`src/sv/priority_voice_ownership_arbiter_top_macros.svh`:
```
// Assertion macros for the voice ownership arbiter.
`ifndef PRIORITY_VOICE_OWNERSHIP_ARBITER_TOP_MACROS_SVH
`define PRIORITY_VOICE_OWNERSHIP_ARBITER_TOP_MACROS_SVH

// Check that the consequent holds in the same cycle as the antecedent.
`define PVOA_ASSERT_IMP(label, ante, cons) \
  label: assert property (@(posedge clk) disable iff (!rst_n) (ante) |-> (cons)) \
    else $error("voice arbiter implication check failed");

// Check that a condition holds in every cycle out of reset.
`define PVOA_ASSERT_ALWAYS(label, cond) \
  label: assert property (@(posedge clk) disable iff (!rst_n) (cond)) \
    else $error("voice arbiter invariant check failed");

`endif

```
`src/sv/pvoa_pkg.sv`:
```
// Shared types and codes for the voice ownership arbiter.
package pvoa_pkg;

  typedef enum logic [1:0] {
    ACT_ACQUIRE   = 2'd0,
    ACT_REL_OWNER = 2'd1,
    ACT_REL_VOICE = 2'd2,
    ACT_CLEAR     = 2'd3
  } action_t;

  localparam int CLAIM_W = 5;
  localparam int PRIOS_W = 10;
  localparam int VIDX_W  = 3;

  typedef struct packed {
    action_t              action;
    logic [7:0]           owner_id;
    logic [CLAIM_W-1:0]   claim_mask;
    logic [PRIOS_W-1:0]   claim_priorities;
    logic [VIDX_W-1:0]    voice_index;
  } in_item_t;

  typedef struct packed {
    logic       accepted;
    logic       displaced_valid;
    logic [7:0] displaced_owner;
    logic       last;
    logic       voice_owned;
    logic [7:0] voice_owner;
    logic [1:0] voice_priority;
    logic [4:0] owned_mask;
    logic [1:0] max_priority;
  } out_item_t;

endpackage

```
`src/sv/priority_voice_ownership_arbiter_top.sv`:
```
// Voice ownership arbiter: per-voice owner table walked one voice per cycle by a sequencer.
// A new item is taken only in idle: release voice and clear then walk the table once to report;
// release owner first frees that owner's voices; acquire checks priorities, scans for owners to
// displace, frees each one, assigns the claimed voices and reports (refused: straight to report).
// Results load one per free output cycle; a stalled result holds back only the next load.
// Reset (rst_n low, synchronous) frees every voice and empties the output register.
`include "priority_voice_ownership_arbiter_top_macros.svh"

module priority_voice_ownership_arbiter_top
  import pvoa_pkg::*;
#(
  parameter int VOICE_COUNT   = 5,
  parameter int PRIORITY_BITS = 2,
  parameter int OWNER_BITS    = 8
) (
  input  logic      clk,
  input  logic      rst_n,
  input  logic      in_valid,
  output logic      in_stall,
  input  in_item_t  in_data,
  output logic      out_valid,
  input  logic      out_stall,
  output out_item_t out_data
);

  localparam int VIW = (VOICE_COUNT > 1) ? $clog2(VOICE_COUNT) : 1;
  localparam int NDW = $clog2(VOICE_COUNT + 1);
  localparam int EW  = (VOICE_COUNT > CLAIM_W) ? VOICE_COUNT : CLAIM_W;
  localparam int PW  = (VOICE_COUNT * PRIORITY_BITS > PRIOS_W) ?
                       VOICE_COUNT * PRIORITY_BITS : PRIOS_W;
  localparam int IW  = (VIW > VIDX_W) ? VIW : VIDX_W;
  localparam logic [VIW-1:0] LAST_V = VIW'(VOICE_COUNT - 1);

  typedef enum logic [2:0] {
    ST_IDLE,
    ST_CHECK,
    ST_SCAN,
    ST_FREE,
    ST_ASSIGN,
    ST_REPORT,
    ST_EMIT
  } state_t;

  state_t                   state_r;
  logic [VOICE_COUNT-1:0]   valid_r;
  logic [OWNER_BITS-1:0]    owner_r [VOICE_COUNT];
  logic [PRIORITY_BITS-1:0] prio_r  [VOICE_COUNT];
  logic [OWNER_BITS-1:0]    disp_r  [VOICE_COUNT];
  logic [NDW-1:0]           ndisp_r;
  logic [NDW-1:0]           ecnt_r;
  logic [VIW-1:0]           vcnt_r;
  logic [VIW-1:0]           scan_r;
  in_item_t                 req_r;
  logic [OWNER_BITS-1:0]    free_owner_r;
  logic                     accepted_r;
  logic [VOICE_COUNT-1:0]   owned_r;
  logic [PRIORITY_BITS-1:0] maxp_r;
  logic                     vo_r;
  logic [OWNER_BITS-1:0]    vown_r;
  logic [PRIORITY_BITS-1:0] vpr_r;
  logic                     out_valid_r;
  out_item_t                out_data_r;

  logic [OWNER_BITS-1:0]    in_owner;
  logic [EW-1:0]            in_claim_w;
  logic                     pre_ok;
  logic                     in_vidx_ok;
  logic [VIW-1:0]           in_vidx;
  logic                     rel_hit;
  logic [OWNER_BITS-1:0]    req_owner;
  logic [EW-1:0]            req_claim_w;
  logic [PW-1:0]            req_prio_w;
  logic [PRIORITY_BITS-1:0] req_p;
  logic                     scan_hit;
  logic                     emit_last;
  logic [VIW-1:0]           eidx;
  logic                     emit_fire;

  always_comb begin
    in_owner    = OWNER_BITS'(in_data.owner_id);
    in_claim_w  = EW'(in_data.claim_mask);
    pre_ok      = (in_owner != '0) && (in_claim_w != '0) &&
                  ((in_claim_w >> VOICE_COUNT) == '0);
    in_vidx_ok  = IW'(in_data.voice_index) < IW'(VOICE_COUNT);
    in_vidx     = VIW'(in_data.voice_index);
    rel_hit     = in_vidx_ok && valid_r[in_vidx] && (owner_r[in_vidx] == in_owner);
    req_owner   = OWNER_BITS'(req_r.owner_id);
    req_claim_w = EW'(req_r.claim_mask);
    req_prio_w  = PW'(req_r.claim_priorities);
    req_p       = req_prio_w[vcnt_r * PRIORITY_BITS +: PRIORITY_BITS];
    scan_hit    = valid_r[scan_r] &&
                  ((owner_r[scan_r] == req_owner) || req_claim_w[scan_r]);
    emit_last   = (ndisp_r == '0) || (ecnt_r == ndisp_r - 1'b1);
    eidx        = ecnt_r[VIW-1:0];
    emit_fire   = (state_r == ST_EMIT) && (!out_valid_r || !out_stall);
  end

  assign in_stall  = (state_r != ST_IDLE);
  assign out_valid = out_valid_r;
  assign out_data  = out_data_r;

  always_ff @(posedge clk) begin
    if (!rst_n) begin
      state_r     <= ST_IDLE;
      valid_r     <= '0;
      ndisp_r     <= '0;
      ecnt_r      <= '0;
      vcnt_r      <= '0;
      scan_r      <= '0;
      out_valid_r <= 1'b0;
    end else begin
      if (emit_fire) begin
        out_valid_r <= 1'b1;
      end else if (out_valid_r && !out_stall) begin
        out_valid_r <= 1'b0;
      end
      case (state_r)
        ST_IDLE: begin
          if (in_valid) begin
            req_r      <= in_data;
            ndisp_r    <= '0;
            ecnt_r     <= '0;
            vcnt_r     <= '0;
            scan_r     <= '0;
            accepted_r <= 1'b0;
            owned_r    <= '0;
            maxp_r     <= '0;
            vo_r       <= 1'b0;
            vown_r     <= '0;
            vpr_r      <= '0;
            case (in_data.action)
              ACT_ACQUIRE: begin
                state_r <= pre_ok ? ST_CHECK : ST_REPORT;
              end
              ACT_REL_OWNER: begin
                free_owner_r <= in_owner;
                state_r      <= ST_FREE;
              end
              ACT_REL_VOICE: begin
                if (rel_hit) begin
                  valid_r[in_vidx] <= 1'b0;
                end
                state_r <= ST_REPORT;
              end
              ACT_CLEAR: begin
                valid_r <= '0;
                state_r <= ST_REPORT;
              end
              default: begin
                state_r <= ST_REPORT;
              end
            endcase
          end
        end
        ST_CHECK: begin
          if (req_claim_w[vcnt_r] && valid_r[vcnt_r] && (req_p < prio_r[vcnt_r])) begin
            vcnt_r  <= '0;
            state_r <= ST_REPORT;
          end else if (vcnt_r == LAST_V) begin
            vcnt_r  <= '0;
            state_r <= ST_SCAN;
          end else begin
            vcnt_r <= vcnt_r + 1'b1;
          end
        end
        ST_SCAN: begin
          if (scan_hit) begin
            disp_r[ndisp_r[VIW-1:0]] <= owner_r[scan_r];
            ndisp_r      <= ndisp_r + 1'b1;
            free_owner_r <= owner_r[scan_r];
            vcnt_r       <= '0;
            state_r      <= ST_FREE;
          end else if (scan_r == LAST_V) begin
            vcnt_r  <= '0;
            state_r <= ST_ASSIGN;
          end else begin
            scan_r <= scan_r + 1'b1;
          end
        end
        ST_FREE: begin
          if (valid_r[vcnt_r] && (owner_r[vcnt_r] == free_owner_r)) begin
            valid_r[vcnt_r] <= 1'b0;
          end
          if (vcnt_r == LAST_V) begin
            vcnt_r <= '0;
            if (req_r.action == ACT_ACQUIRE) begin
              if (scan_r == LAST_V) begin
                state_r <= ST_ASSIGN;
              end else begin
                scan_r  <= scan_r + 1'b1;
                state_r <= ST_SCAN;
              end
            end else begin
              state_r <= ST_REPORT;
            end
          end else begin
            vcnt_r <= vcnt_r + 1'b1;
          end
        end
        ST_ASSIGN: begin
          if (req_claim_w[vcnt_r]) begin
            valid_r[vcnt_r] <= 1'b1;
            owner_r[vcnt_r] <= req_owner;
            prio_r[vcnt_r]  <= req_p;
          end
          if (vcnt_r == LAST_V) begin
            accepted_r <= 1'b1;
            vcnt_r     <= '0;
            state_r    <= ST_REPORT;
          end else begin
            vcnt_r <= vcnt_r + 1'b1;
          end
        end
        ST_REPORT: begin
          if (valid_r[vcnt_r]) begin
            owned_r[vcnt_r] <= 1'b1;
            if (prio_r[vcnt_r] > maxp_r) begin
              maxp_r <= prio_r[vcnt_r];
            end
          end
          if (IW'(vcnt_r) == IW'(req_r.voice_index)) begin
            vo_r   <= valid_r[vcnt_r];
            vown_r <= valid_r[vcnt_r] ? owner_r[vcnt_r] : '0;
            vpr_r  <= valid_r[vcnt_r] ? prio_r[vcnt_r] : '0;
          end
          if (vcnt_r == LAST_V) begin
            vcnt_r  <= '0;
            ecnt_r  <= '0;
            state_r <= ST_EMIT;
          end else begin
            vcnt_r <= vcnt_r + 1'b1;
          end
        end
        ST_EMIT: begin
          if (emit_fire) begin
            out_data_r.accepted            <= accepted_r;
            out_data_r.displaced_valid     <= (ndisp_r != '0);
            out_data_r.displaced_owner     <= (ndisp_r != '0) ? 8'(disp_r[eidx]) : 8'd0;
            out_data_r.last                <= emit_last;
            out_data_r.voice_owned         <= vo_r;
            out_data_r.voice_owner         <= 8'(vown_r);
            out_data_r.voice_priority      <= 2'(vpr_r);
            out_data_r.owned_mask          <= 5'(owned_r);
            out_data_r.max_priority        <= 2'(maxp_r);
            if (emit_last) begin
              state_r <= ST_IDLE;
            end else begin
              ecnt_r <= ecnt_r + 1'b1;
            end
          end
        end
        default: begin
          state_r <= ST_IDLE;
        end
      endcase
    end
  end

  `PVOA_ASSERT_ALWAYS(a_ndisp_bound, ndisp_r <= NDW'(VOICE_COUNT))
  `PVOA_ASSERT_IMP(a_plain_is_last, out_valid_r && !out_data_r.displaced_valid, out_data_r.last)
  `PVOA_ASSERT_IMP(a_disp_needs_grant, out_valid_r && out_data_r.displaced_valid, out_data_r.accepted)
  `PVOA_ASSERT_IMP(a_emit_from_list, state_r == ST_EMIT && ndisp_r != '0, ecnt_r < ndisp_r)

endmodule

```
`config.mk`:
```
export PLATFORM = sky130hd
export DESIGN_NAME = priority_voice_ownership_arbiter_top
export DESIGN_NICKNAME = d
export VERILOG_FILES = /design/src/sv/pvoa_pkg.sv /design/src/sv/priority_voice_ownership_arbiter_top.sv
export VERILOG_INCLUDE_DIRS = /design/src /design/src/sv
export SDC_FILE = /design/constraint.sdc
export NUM_CORES = 1
export LEC_CHECK = 0
export ABC_AREA = 0
export BUFFER_PORTS_ARGS = -buffer_cell sky130_fd_sc_hd__buf_4
export CAP_MARGIN = 20
export CORE_MARGIN = 8
export CORE_UTILIZATION = 63
export CTS_BUF_LIST = sky130_fd_sc_hd__clkbuf_8
export DETAILED_ROUTE_END_ITERATION = 6
export PLACE_DENSITY = 0.8
export SLEW_MARGIN = 10
export SYNTH_ARGS = -nofsm -noshare
export SYNTH_HDL_FRONTEND = slang
export SYNTH_SLANG_ARGS = --single-unit
```
`constraint.sdc`:
```
create_clock -name clk -period 3.95 [get_ports clk]
set_input_delay 0.395 -clock clk [delete_from_list [all_inputs] [get_ports clk]]
set_output_delay 0.395 -clock clk [all_outputs]
set_load 0.02 [all_outputs]
```
# Word-level counts from Yosys, hierarchy flattened
# Memories as Yosys holds them, arrays and structs flattened. A register that Yosys moved wholly into a read port is not among the register bits.
# Cells that the tools add are included.
word_totals:
  regBits: 97
  ramBits: 90
  input_bits: 32
  output_inout_bits: 31
  elab_cells: 225
  mem_count: 3
memory_table:
  columns: ["name", "depth", "word_bits", "rd", "rd_ports_with_merged_regs", "wr", "line_no", "source"]
  rows:
  - ["disp_r", 5, 8, 1, 1, 1, "priority_voice_ownership_arbiter_top.sv:48", "logic [OWNER_BITS-1:0] disp_r [VOICE_COUNT];"]
  - ["owner_r", 5, 8, 3, 2, 1, "priority_voice_ownership_arbiter_top.sv:46", "logic [OWNER_BITS-1:0] owner_r [VOICE_COUNT];"]
  - ["prio_r", 5, 2, 1, 1, 1, "priority_voice_ownership_arbiter_top.sv:47", "logic [PRIORITY_BITS-1:0] prio_r [VOICE_COUNT];"]
op_classes:
  addsub: 5
  n_lt_le_gt_ge: 8
  n_eq_ne: 36
  n_shift: 1
  n_mux: 91
  bitwise_logic: 6
  reduce_logical: 48
ops:
  columns: ["op", "n"]
  rows:
  - ["$mux W3", 32]
  - ["$mux W8", 6]
  - ["$pmux W8 S2", 2]
  - ["$mux W5", 6]
  - ["$ne A2 B2 Y1 const B", 15]
  - ["$pmux W3 S3", 3]
  - ["$eq A8 B8 Y1", 3]
  - ["$pmux W3 S7", 1]
  - ["$mux W1", 20]
  - ["$pmux W5 S2", 2]
  - ["$reduce_and A5 Y1", 4]
  - ["$bmux W1 S3", 5]
  - ["$eq A3 B3 Y1 const B", 5]
  - ["$pmux W5 S3", 1]
  - ["$reduce_bool A3 Y1", 5]
  - ["$add A3 B1 Y3 const B", 4]
  - ["$lt A3 B4 Y1 const B", 3]
  - ["$pmux W3 S4", 1]
  - ["$reduce_and A3 Y1", 4]
  - ["$reduce_and A4 Y1", 3]
  - ["$logic_and A1 B1 Y1", 11]
  - ["$and A5 B5 Y5", 2]
  - ["$mux W2", 5]
  - ["$not A5 Y5", 2]
  - ["other kinds (31)", 50]

# Logic depth before layout (Yosys ltp)
# Gate-level depths: netlist of run 1.
logic_depth:
  word_depth: 10
  mapped_depth: 13
  mapped_depth_nobuf: 11

# Least setup slack after synthesis of run 1
# OpenSTA, ideal clock, no wires.
synth_timing:
  path_type: "register to register"
  start: "reg (tool-made name)"
  end: "mem disp_r[4][0], enable pin"
  t_arrival_ns: 2.853
  slack_ns: 0.712
  stages_incl_launch_ff: 11
  path_buffers: 1
  period_less_slack_ns: 3.238
  path_cell_list: "dfxtp_1 -> buf_6 -> mux4_2 -> mux2i_1 -> xnor2_1 -> nor4_1 -> nand2_1 -> a21oi_2 -> and2_4 -> nand3_1 -> nor3b_1"
synth_lines:
  columns: ["item", "line_no"]
  rows:
  - ["end: declaration", "priority_voice_ownership_arbiter_top.sv:48"]

==> metrics.md, run 1 <==
| Metric | Value |
|---|---|
| Status | `finished clean` |
| Die area | `around 19000 sq um` |
| Worst path max stage delay | `approximately 0.64 ns` |
| Combinational Power Share | `a little under a quarter` |
| DR vias/cell | `between 6 and 7` |
| Final setup viols | `0` |
| Die Span Y | `139 um` |
| Post-synthesis compound-gate area fraction | `about 8.8%` |
| Min Tclk post-route | `approximately 3.7 ns` |
| Hold Path End | `req_prio_w[2]` |
| Critical hold path startpoint | `in_data[5]` |
| Avg Synthesized Cell Area | `13.6 sq um` |
| Total core area | `about 15000 sq um` |
| Syn Std Cell Area | `approximately 9500 sq um` |
| DP HPWL | `15200 um` |
| R2R depth | `9` |
| Critical path startpoint category | `register` |
| Seq pwr share | `roughly half` |
| Period utilization | `94.4%` |
| CTS tree | `yes` |
| Fin Setup TNS | `0 ns` |
| Max Clock Skew | `between 0.02 and 0.025 ns` |
| Placed cells | `~900` |
| Via Count | `about 6200` |
| RSZ-0062 raised after global routing | `yes` |
| Max cap viols | `0` |
| Int Power | `0.00382 W` |
| P_sw | `between 0.0015 and 0.002 W` |
| H-tree depth | `1` |
| Root Buffer | `clkbuf_8` |
| Multiplexer share of the synthesized area | `roughly an eighth` |
| Kind of critical path | `register to register` |
| #FFs+latches synth | `201` |
| Req. time, crit path | `4.12 ns` |
| FF-to-FF setup slack | `0.22 ns` |
| Simple-Gate Fraction of Synth Area | `approximately 9%` |
| Maximum clock frequency | `268 MHz` |
| Crit path cell chain | `mux4_2 -> mux2i_1 -> xnor2_1 -> nor4_1 -> nand2_1 -> a21oi_2 -> and2_4 -> nand4b_1 -> nor2_1` |
| DRC | `0` |
| Critical path's top delay family | `simple AND/OR/NAND/NOR gates` |
| Rows | `45` |
| CTS clk-pin slew, worst paths | `0.06 ns` |
| ANT nets after route | `0` |
| Top Ports | `63` |
| Largest family of logic cells by synthesized area | `multiplexers` |
| Initial drt markers | `~700` |
| Die width | `roughly 140 um` |
| GRT Util Overall | `a little over a fifth` |
| Critical Path AT | `3.90 ns` |
| Initial antenna violation count | `0` |
| Rel. slew slack | `between 40% and 50%` |
| Hold Path Stages | `1` |
| Antenna Cells | `0` |
| Gp weighted congestion | `between 0.9 and 1` |
| Seq/Total Area, Yosys | `just over 60%` |
| Clock share of power | `28.9%` |
| Worst Setup End Kind | `register` |
| Crit Reg-Reg Endpoint | `disp_r[2][0]` |
| Clk_lat worst skew | `0.55 ns` |
| Inserted Clock Buffers | `31` |
| CP Max Fanout | `8` |
| Worst Hold Class | `input port to register` |
| Layout cell share with drive strength beyond 1 | `between 20% and 30%` |
| PD cells | `between 500 and 600 nW/um^2` |
| Input/output buffers | `62` |
| Max clock buf depth | `3` |
| Cells after Synth | `approximately 690` |
| Worst ir drop on vdd | `~0.55 mV` |
| CP max stage cell | `dfxtp_1` |
| Final WL | `around 21000 um` |
| Synth Area in XOR/XNOR | `around 2.8%` |
| Final-report max-slew violation count | `0` |
| Fin cells | `989` |
| WHS | `around 0.027 ns` |
| DR pass1 iterations | `5` |
| Final Hold Viols | `0` |
| Area Growth Syn to Fin | `13.0%` |
| Largest net degree at the start of global routing | `30` |
| Number of synthesized flops with an enable pin | `174` |
| P_leak | `~3.8 nW` |
| First-pass GRT wire length | `34100 um` |
| Vias in the first global route | `approximately 6200` |
| Asr flop ratio synth | `0%` |
| DR WL/cell | `roughly 21 um` |
| Grt ovf | `0` |
| Nets@finish | `slightly above 800` |
| Post-synth cell types | `68` |
| Switching share of power | `a little under a third` |
| Bufs and invs on worst path | `0` |
| Post-route total power | `0.00550 W` |
| Syn_nets | `737` |
| Starting Density | `63.4%` |
| Slew @ Worst Pin | `approximately 0.8 ns` |
| Ys flop type | `edfxtp_1` |
| Clk sink count | `about 200` |
| Adder-cell share of the synthesized area | `1.45%` |
| Synth warn | `0` |
[placed cells by master, fill, tap and decap left out, types with 3 or more instances in the layout]
master / instances
dlygate4sd3_1: 5
nor2_1: 64
nor3b_1: 4
nand3_1: 11
nor2b_1: 10
nor3_1: 17
buf_4: 81
o221ai_1: 3
a21boi_0: 4
a211oi_1: 10
and3_1: 3
mux4_1: 9
a21oi_1: 30
nor4_1: 6
ha_1: 11
clkinv_1: 8
a31oi_1: 8
o22ai_1: 7
edfxtp_1: 174
xor2_1: 10
o31ai_1: 3
nand2_1: 41
dfxtp_1: 27
o21ai_0: 25
nand4_1: 5
mux4_2: 25
clkbuf_8: 32
nand2b_1: 8
xnor2_1: 20
clkinv_2: 8
inv_1: 44
and2_1: 4
mux2i_1: 34
mux2_2: 5
o32ai_1: 3
[per-layer routing]
metal  track usage [%]  part of all wire (%)  vias to the layer above
li1                  -                     -                     2821
met1              30.1                    42                     3072
met2              34.4                    47                      309
met3              4.35                   8.5                       47
met4              7.27                   2.3                        0
met5                 0                     0                        -
[metrics by stage]
step | utilization (%) | setup slack, ns | instance area, sq um
2_1_floorplan | - | 0.712 | 9470
6_report | 71.7 | 0.220 | 10700
3_5_place_dp | 67.5 | 0.240 | 10100
5_1_grt | 71.7 | -0.126 | 10700
4_1_cts | 71.6 | 0.219 | 10700
3_3_place_gp | 67.5 | 0.448 | 10100
[cell usage after synthesis, drive strengths merged, types with 4 or more instances]
| master | instances | share of area, % |
|---|---|---|
| a211oi | 10 | 0.79 |
| a21boi | 4 | 0.32 |
| a21oi | 31 | 1.7 |
| a31oi | 8 | 0.53 |
| and2 | 5 | 0.36 |
| buf | 11 | 0.71 |
| clkbuf | 25 | 1.8 |
| dfxtp | 27 | 5.7 |
| edfxtp | 174 | 55 |
| ha | 11 | 1.5 |
| inv | 35 | 1.4 |
| mux2 | 5 | 0.59 |
| mux2i | 35 | 3.8 |
| mux4 | 34 | 8.4 |
| nand2 | 41 | 1.6 |
| nand2b | 8 | 0.53 |
| nand3 | 11 | 0.58 |
| nand4 | 5 | 0.33 |
| nor2 | 65 | 2.6 |
| nor2b | 10 | 0.66 |
| nor3 | 17 | 0.90 |
| nor3b | 4 | 0.32 |
| nor4 | 6 | 0.40 |
| o21ai | 25 | 1.3 |
| o22ai | 7 | 0.46 |
| xnor2 | 20 | 1.9 |
| xor2 | 10 | 0.93 |
[worst max-delay path by stage]
stage          startpoint           end  slack (ns)  cells past startpoint
5_1_grt          register  disp_r[2][1]       -0.13                      9
4_1_cts          register  disp_r[2][1]        0.22                      9
3_3_place_gp     register  disp_r[3][2]        0.45                      9
3_5_place_dp     register  disp_r[2][3]        0.24                      9
2_1_floorplan    register  disp_r[4][0]        0.71                     10
6_report         register  disp_r[2][0]        0.22                      9
[state kept, by name, indices dropped and copies added, names as in the netlist, 5 cells and up, named ones only]
signal / cells
disp_r: 40
free_owner_r: 8
out_data: 29
owned_r: 5
owner_r: 40
prio_r: 10
req_claim_w: 5
req_owner: 8
req_prio_w: 10
req_r: 5
valid_r: 5
vown_r: 8
[power groups by stage]
| stage | Clock, W | Sequential [W] | Combinational, W |
|---|---|---|---|
| floorplan | 0 | 0.00262 | 0.000960 |
| global placement | 0 | 0.00270 | 0.00118 |
| detailed placement | 0 | 0.00271 | 0.00122 |
| CTS | 0.00162 | 0.00266 | 0.00123 |
| global route | 0.00171 | 0.00269 | 0.00135 |
| finish | 0.00159 | 0.00267 | 0.00124 |
[what timing repair did]
action / in CTS / in global routing
endpoints found under the hold margin: 4 / 1
endpoints found under the setup margin: 0 / 16
gates resized for setup: 0 / 0
setup buffers: 0 / 0
hold buffers: 4 / 1
[layout make-up]
cell class	count	area (sq um)
clock buffer	32	440
fill	1001	4220
tap	188	235
multi-input combinational	421	3330
timing repair buffer	86	658
inverter	36	135
clock inverter	25	130
sequential	201	5770
[cells by family after synthesis]
logic type	count (synthesis)
adder cells (fa/ha/maj)	11
XOR/XNOR	30
multiplexers	74
flip-flops	201
AND/OR/NAND/NOR	185
buffers and inverters	72
AO/OA/AOI/OAI	121
No activity file was read; power rests on OpenSTA's default activity.
==> inputs of run 2 (changes only) <==
--- a/config.mk
+++ b/config.mk
@@ -10,10 +10,10 @@
 export BUFFER_PORTS_ARGS = -buffer_cell sky130_fd_sc_hd__buf_4
 export CAP_MARGIN = 20
 export CORE_MARGIN = 8
-export CORE_UTILIZATION = 63
+export CORE_UTILIZATION = 41
 export CTS_BUF_LIST = sky130_fd_sc_hd__clkbuf_8
 export DETAILED_ROUTE_END_ITERATION = 6
-export PLACE_DENSITY = 0.8
+export PLACE_DENSITY = 0.56
 export SLEW_MARGIN = 10
 export SYNTH_ARGS = -nofsm -noshare
 export SYNTH_HDL_FRONTEND = slang
==> run 2 against run 1 <==
Worst hold slack better by 0.021 ns. Critical path depth is 1 higher. Combinational power is essentially flat. Count of clock-buffer cells in the layout rose by 4. Die area is 47% higher. Largest power group unchanged. Sequential share of layout area down 0.82 points.
==> metrics.md, run 2 (synthesis results as in run 1) <==
| Metric | Value |
|---|---|
| Total core area | `~23000 sq um` |
| Rel. slew slack | `48.0%` |
| Final setup viols | `0` |
| P_leak | `around 3.8 nW` |
| Final WL | `around 24000 um` |
| Top Ports | `63` |
| CTS clk-pin slew, worst paths | `approximately 0.070 ns` |
| Placed cells | `1028` |
| Kind of critical path | `register to register` |
| Layout cell share with drive strength beyond 1 | `about a fifth` |
| Status | `finished clean` |
| Rows | `55` |
| Fin Setup TNS | `0 ns` |
| Worst Hold Class | `input port to register` |
| Period utilization | `89.9%` |
| DR pass1 iterations | `7` |
| ANT nets after route | `0` |
| Largest net degree at the start of global routing | `30` |
| Initial antenna violation count | `0` |
| Via Count | `6220` |
| Worst ir drop on vdd | `0.264 mV` |
| Max clock buf depth | `3` |
| Antenna Cells | `0` |
| Commonest non-fill, non-tap cell in the layout | `edfxtp_1` |
| Final Hold Viols | `0` |
| Starting Density | `between 40% and 50%` |
| DR vias/cell | `roughly 5.7` |
| Req. time, crit path | `4.18 ns` |
| RSZ-0062 raised after global routing | `no` |
| DRC | `0` |
| GRT Util Overall | `between 10% and 20%` |
| Slew @ Worst Pin | `slightly below 0.8 ns` |
| Die width | `approximately 170 um` |
| # Post-CTS Setup Buffers | `0` |
| CTS tree | `yes` |
| Final-report max-slew violation count | `0` |
| Fin cells | `1089` |
| Root Buffer | `clkbuf_8` |
| Gp weighted congestion | `0.886` |
| Hold Buf Count CTS | `0` |
| Post-cts sizing count | `0` |
| Area Growth Syn to Fin | `14.8%` |
| Clk sink count | `roughly 200` |
| Maximum clock frequency | `282 MHz` |
| Max Clock Skew | `~0.021 ns` |
| Pre-CTS setup slack | `roughly 0.43 ns` |
| Die area | `about 28000 sq um` |
| Initial drt markers | `533` |
| CP Max Fanout | `8` |
| Min Tclk post-route | `between 3 and 4 ns` |
| PD cells | `524 nW/um^2` |
| First-pass GRT wire length | `approximately 37000 um` |
| Worst Setup End Kind | `register` |
| DP HPWL | `17100 um` |
| Nets@finish | `roughly 820` |
| Vias in the first global route | `roughly 6400` |
| Final WS setup | `0.399 ns` |
| Critical path startpoint category | `register` |
| Inserted Clock Buffers | `35` |
| H-tree depth | `2` |
| Critical Path AT | `3.78 ns` |
| DR WL/cell | `~22 um` |
| Clk_lat worst skew | `0.53 ns` |
| Max cap viols | `0` |
| Die Span Y | `168 um` |
| WHS | `0.0486 ns` |
| Highest-count cells in the layout ignoring fill and taps | `edfxtp_1, buf_4, nor2_1` |
| Input/output buffers | `62` |
| Grt ovf | `0` |
[run 2: changes by cell type in the layout (fill, tap and decap cells not counted), sizes merged]
cell,delta
dlygate4sd3,-5
buf,+4
clkbuf,+4
clkinvlp,+3
inv,-2
clkinv,-1
[run 2: worst max-delay path, cell delays in order, from the launching register on]
cell,delay (ns)
dfxtp_1,0.67
mux4_2,0.57
mux2i_1,0.33
xnor2_1,0.12
nor4_1,0.33
nand2_1,0.22
a21oi_2,0.28
and2_4,0.21
nand3_1,0.12
nor3b_1,0.20
buf_4,0.20
[run 2: metrics by stage]
stage	cell area (sq um)	utilization (%)	total power (W)
floorplan	9470	-	0.00358
global placement	10200	45.2	0.00393
detailed placement	10200	45.2	0.00395
CTS	10900	48.0	0.00574
global route	10900	48.0	0.00598
finish	10900	48.0	0.00569
[run 2: where the power goes]
group	internal (W)	leakage (nW)	switching (W)
sequential	0.00251	1.80	0.000190
combinational	0.000489	1.64	0.000738
clock	0.000915	0.347	0.000849
[run 2: area by class of cell]
type / instances / area (sq um)
Multi-Input combinational cell: 421 / 3330
Sequential cell: 201 / 5770
Inverter: 36 / 135
Clock inverter: 25 / 139
Tap cell: 285 / 357
Timing Repair Buffer: 85 / 638
Clock buffer: 36 / 495
Fill cell: 2009 / 11800
[run 2: per-layer routing]
layer  GRT usage [%]  vias up  routed length (um)  part of all wire [%]
li1                -     2828                   -                     -
met1            22.5     3128               10500                    44
met2            26.6      220               11000                    47
met3            3.84       44                1460                   6.2
met4            6.87        0                 677                   2.9
met5               0        -                   0                     0
[run 2: path summary, 6_finish.rpt]
kind | from | endpoint | slack [ns] | cells past startpoint
hold reg to reg | vown_r[6] | out_data[15] | 0.42 | 0
setup reg to reg | register | disp_r[4][7] | 0.40 | 10
setup / recovery | register | disp_r[4][7] | 0.40 | 10
hold / removal | in_data[4] | req_prio_w[1] | 0.05 | 1
==> inputs of run 3 (changes only) <==
--- a/config.mk
+++ b/config.mk
@@ -9,11 +9,13 @@
 export ABC_AREA = 0
 export BUFFER_PORTS_ARGS = -buffer_cell sky130_fd_sc_hd__buf_4
 export CAP_MARGIN = 20
+export CELL_PAD_IN_SITES_DETAIL_PLACEMENT = 0
+export CELL_PAD_IN_SITES_GLOBAL_PLACEMENT = 1
 export CORE_MARGIN = 8
 export CORE_UTILIZATION = 41
 export CTS_BUF_LIST = sky130_fd_sc_hd__clkbuf_8
 export DETAILED_ROUTE_END_ITERATION = 6
-export PLACE_DENSITY = 0.56
+export PLACE_DENSITY = 0.65
 export SLEW_MARGIN = 10
 export SYNTH_ARGS = -nofsm -noshare
 export SYNTH_HDL_FRONTEND = slang
==> constraint.sdc (replaced) <==
create_clock -name clk -period 3.95 [get_ports clk]
set_input_delay 0.1975 -clock clk [delete_from_list [all_inputs] [get_ports clk]]
set_output_delay 0.1975 -clock clk [all_outputs]
set_load 0.02 [all_outputs]
==> run 3 against run 2 <==
Non-clock buffer count is 26 higher. Total power is 7.1% higher. Sequential power fell by 1%. First-iteration DRC count shrank 9.6%. Largest power group unchanged. Clock skew grew 0.014 ns.
==> metrics.md, run 3 (synthesis results as in run 1) <==
| Metric | Value |
|---|---|
| Max Clock Skew | `0.0345 ns` |
| Gp weighted congestion | `between 0.8 and 0.9` |
| First-pass GRT wire length | `between 30000 and 40000 um` |
| Post-cts sizing count | `0` |
| Final-report max-slew violation count | `0` |
| Rel. slew slack | `31.8%` |
| Root Buffer | `clkbuf_8` |
| Layout cell share with drive strength beyond 1 | `21.3%` |
| DR WL/cell | `21.3 um` |
| Max clock buf depth | `3` |
| Post-route total power | `about 0.0061 W` |
| Worst path max stage delay | `roughly 0.68 ns` |
| Crit path cell chain | `mux4_2 -> mux2i_1 -> xnor2_1 -> nor4_1 -> nand2_1 -> a21oi_2 -> and2_4 -> nand3_1 -> nor3b_1 -> buf_4` |
| DRC | `0` |
| Via Count | `6174` |
| ANT nets after route | `0` |
| DP HPWL | `17300 um` |
| Die area | `around 28000 sq um` |
| DR vias/cell | `between 5 and 6` |
| Status | `finished clean` |
| Nets@finish | `850` |
| Vias in the first global route | `approximately 6500` |
| Final WL | `23800 um` |
| WHS | `~0.058 ns` |
| PD cells | `541 nW/um^2` |
| Worst Setup End Kind | `register` |
| Kind of critical path | `register to register` |
| Slew @ Worst Pin | `between 1 and 1.5 ns` |
| CP Max Fanout | `8` |
| Commonest non-fill, non-tap cell in the layout | `edfxtp_1` |
| # Post-CTS Setup Buffers | `0` |
| RSZ-0062 raised after global routing | `no` |
| Die Span Y | `about 170 um` |
| CP max stage cell | `dfxtp_1` |
| Clk sink count | `between 200 and 250` |
| Total core area | `22600 sq um` |
| CTS clk-pin slew, worst paths | `~0.07 ns` |
| Die width | `around 170 um` |
| H-tree depth | `2` |
| Filler instances | `just under 2000` |
| Inserted Clock Buffers | `36` |
| GRT Util Overall | `between 15 and 20%` |
| Period utilization | `approximately 91%` |
| Worst Hold Class | `input port to register` |
| Initial drt markers | `482` |
| DR pass1 iterations | `6` |
| Worst ir drop on vdd | `~0.22 mV` |
| Min Tclk post-route | `3.59 ns` |
| Starting Density | `41.8%` |
| Initial antenna violation count | `0` |
| Top Ports | `63` |
| Register area | `5770 sq um` |
| Input/output buffers | `62` |
| Fin Setup TNS | `0 ns` |
| Maximum clock frequency | `between 200 and 300 MHz` |
| Max cap viols | `0` |
| Grt ovf | `0` |
| Area Growth Syn to Fin | `19.0%` |
| Rows | `55` |
| Req. time, crit path | `approximately 4.2 ns` |
| Clk_lat worst skew | `0.53 ns` |
| Antenna Cells | `0` |
| Final Hold Viols | `0` |
| Highest-count cells in the layout ignoring fill and taps | `edfxtp_1, buf_4, nor2_1` |
| Final setup viols | `0` |
| Critical Path AT | `3.82 ns` |
| P_leak | `3.97 nW` |
| Largest net degree at the start of global routing | `30` |
| Critical path startpoint category | `register` |
| Multi-input gate area | `approximately 3300 sq um` |
| Hold Buf Count CTS | `26` |
| CTS tree | `yes` |
-- run 3: changes by cell type in the layout (fill, tap and decap cells not counted) --
cell | previous run | this run
bufinv_16 | 1 | 6
dlygate4sd3_1 | 0 | 26
inv_1 | 42 | 41
inv_6 | 0 | 1
clkinvlp_4 | 3 | 1
clkinv_1 | 9 | 7
inv_8 | 0 | 1
-- run 3: layer usage --
metal	part of all wire, %	vias to the layer above	routed length [um]	GRT usage [%]
met5	0	-	0	0
met3	6.3	56	1490	4.19
met1	43	3057	10300	21.0
met4	3.6	0	853	7.45
li1	-	2873	-	-
met2	47	188	11100	27.5
-- run 3: cell type report --
cell class                 instances  area share, %
clock buffer                      36           4.40
clock inverter                    27           2.51
inverter                          36           1.20
multi-input combinational        421           29.6
sequential                       201           51.2
tap                              285           3.16
timing repair buffer             111           7.97
-- run 3: path summary, 6_finish.rpt --
kind | endpoint | depth (start not counted) | from | slack (ns)
max | disp_r[4][5] | 10 | register | 0.36
min | state_r[1] | 3 | rst_n | 0.06
max reg2reg | disp_r[4][5] | 10 | register | 0.36
min reg2reg | out_data[14] | 0 | vown_r[5] | 0.41
-- run 3: power by group --
group          switching [W]  internal [W]  leakage, nW
logic               0.000799      0.000511         1.74
registers           0.000153       0.00251         1.80
clock network       0.000867       0.00126        0.419
-- run 3: critical path, delay by kind of cell, from the launching register on --
family	cells	cell delay, ns
muxes	2	0.87
buffers and inverters	1	0.20
and+or+nand+nor	5	1.11
AOI/OAI and AO/OA	1	0.30
DFF	1	0.68
xor gates and xnor gates	1	0.11
-- run 3: per-stage QoR --
stage	util (%)	area, sq um	cells	worst slack, ns
4_1_cts	49.8	11300	1117	0.352
5_1_grt	49.8	11300	1117	0.194
2_1_floorplan	-	9470	694	0.712
6_report	49.8	11300	1117	0.356
3_3_place_gp	45.2	10200	1028	0.511
3_5_place_dp	45.2	10200	1028	0.399
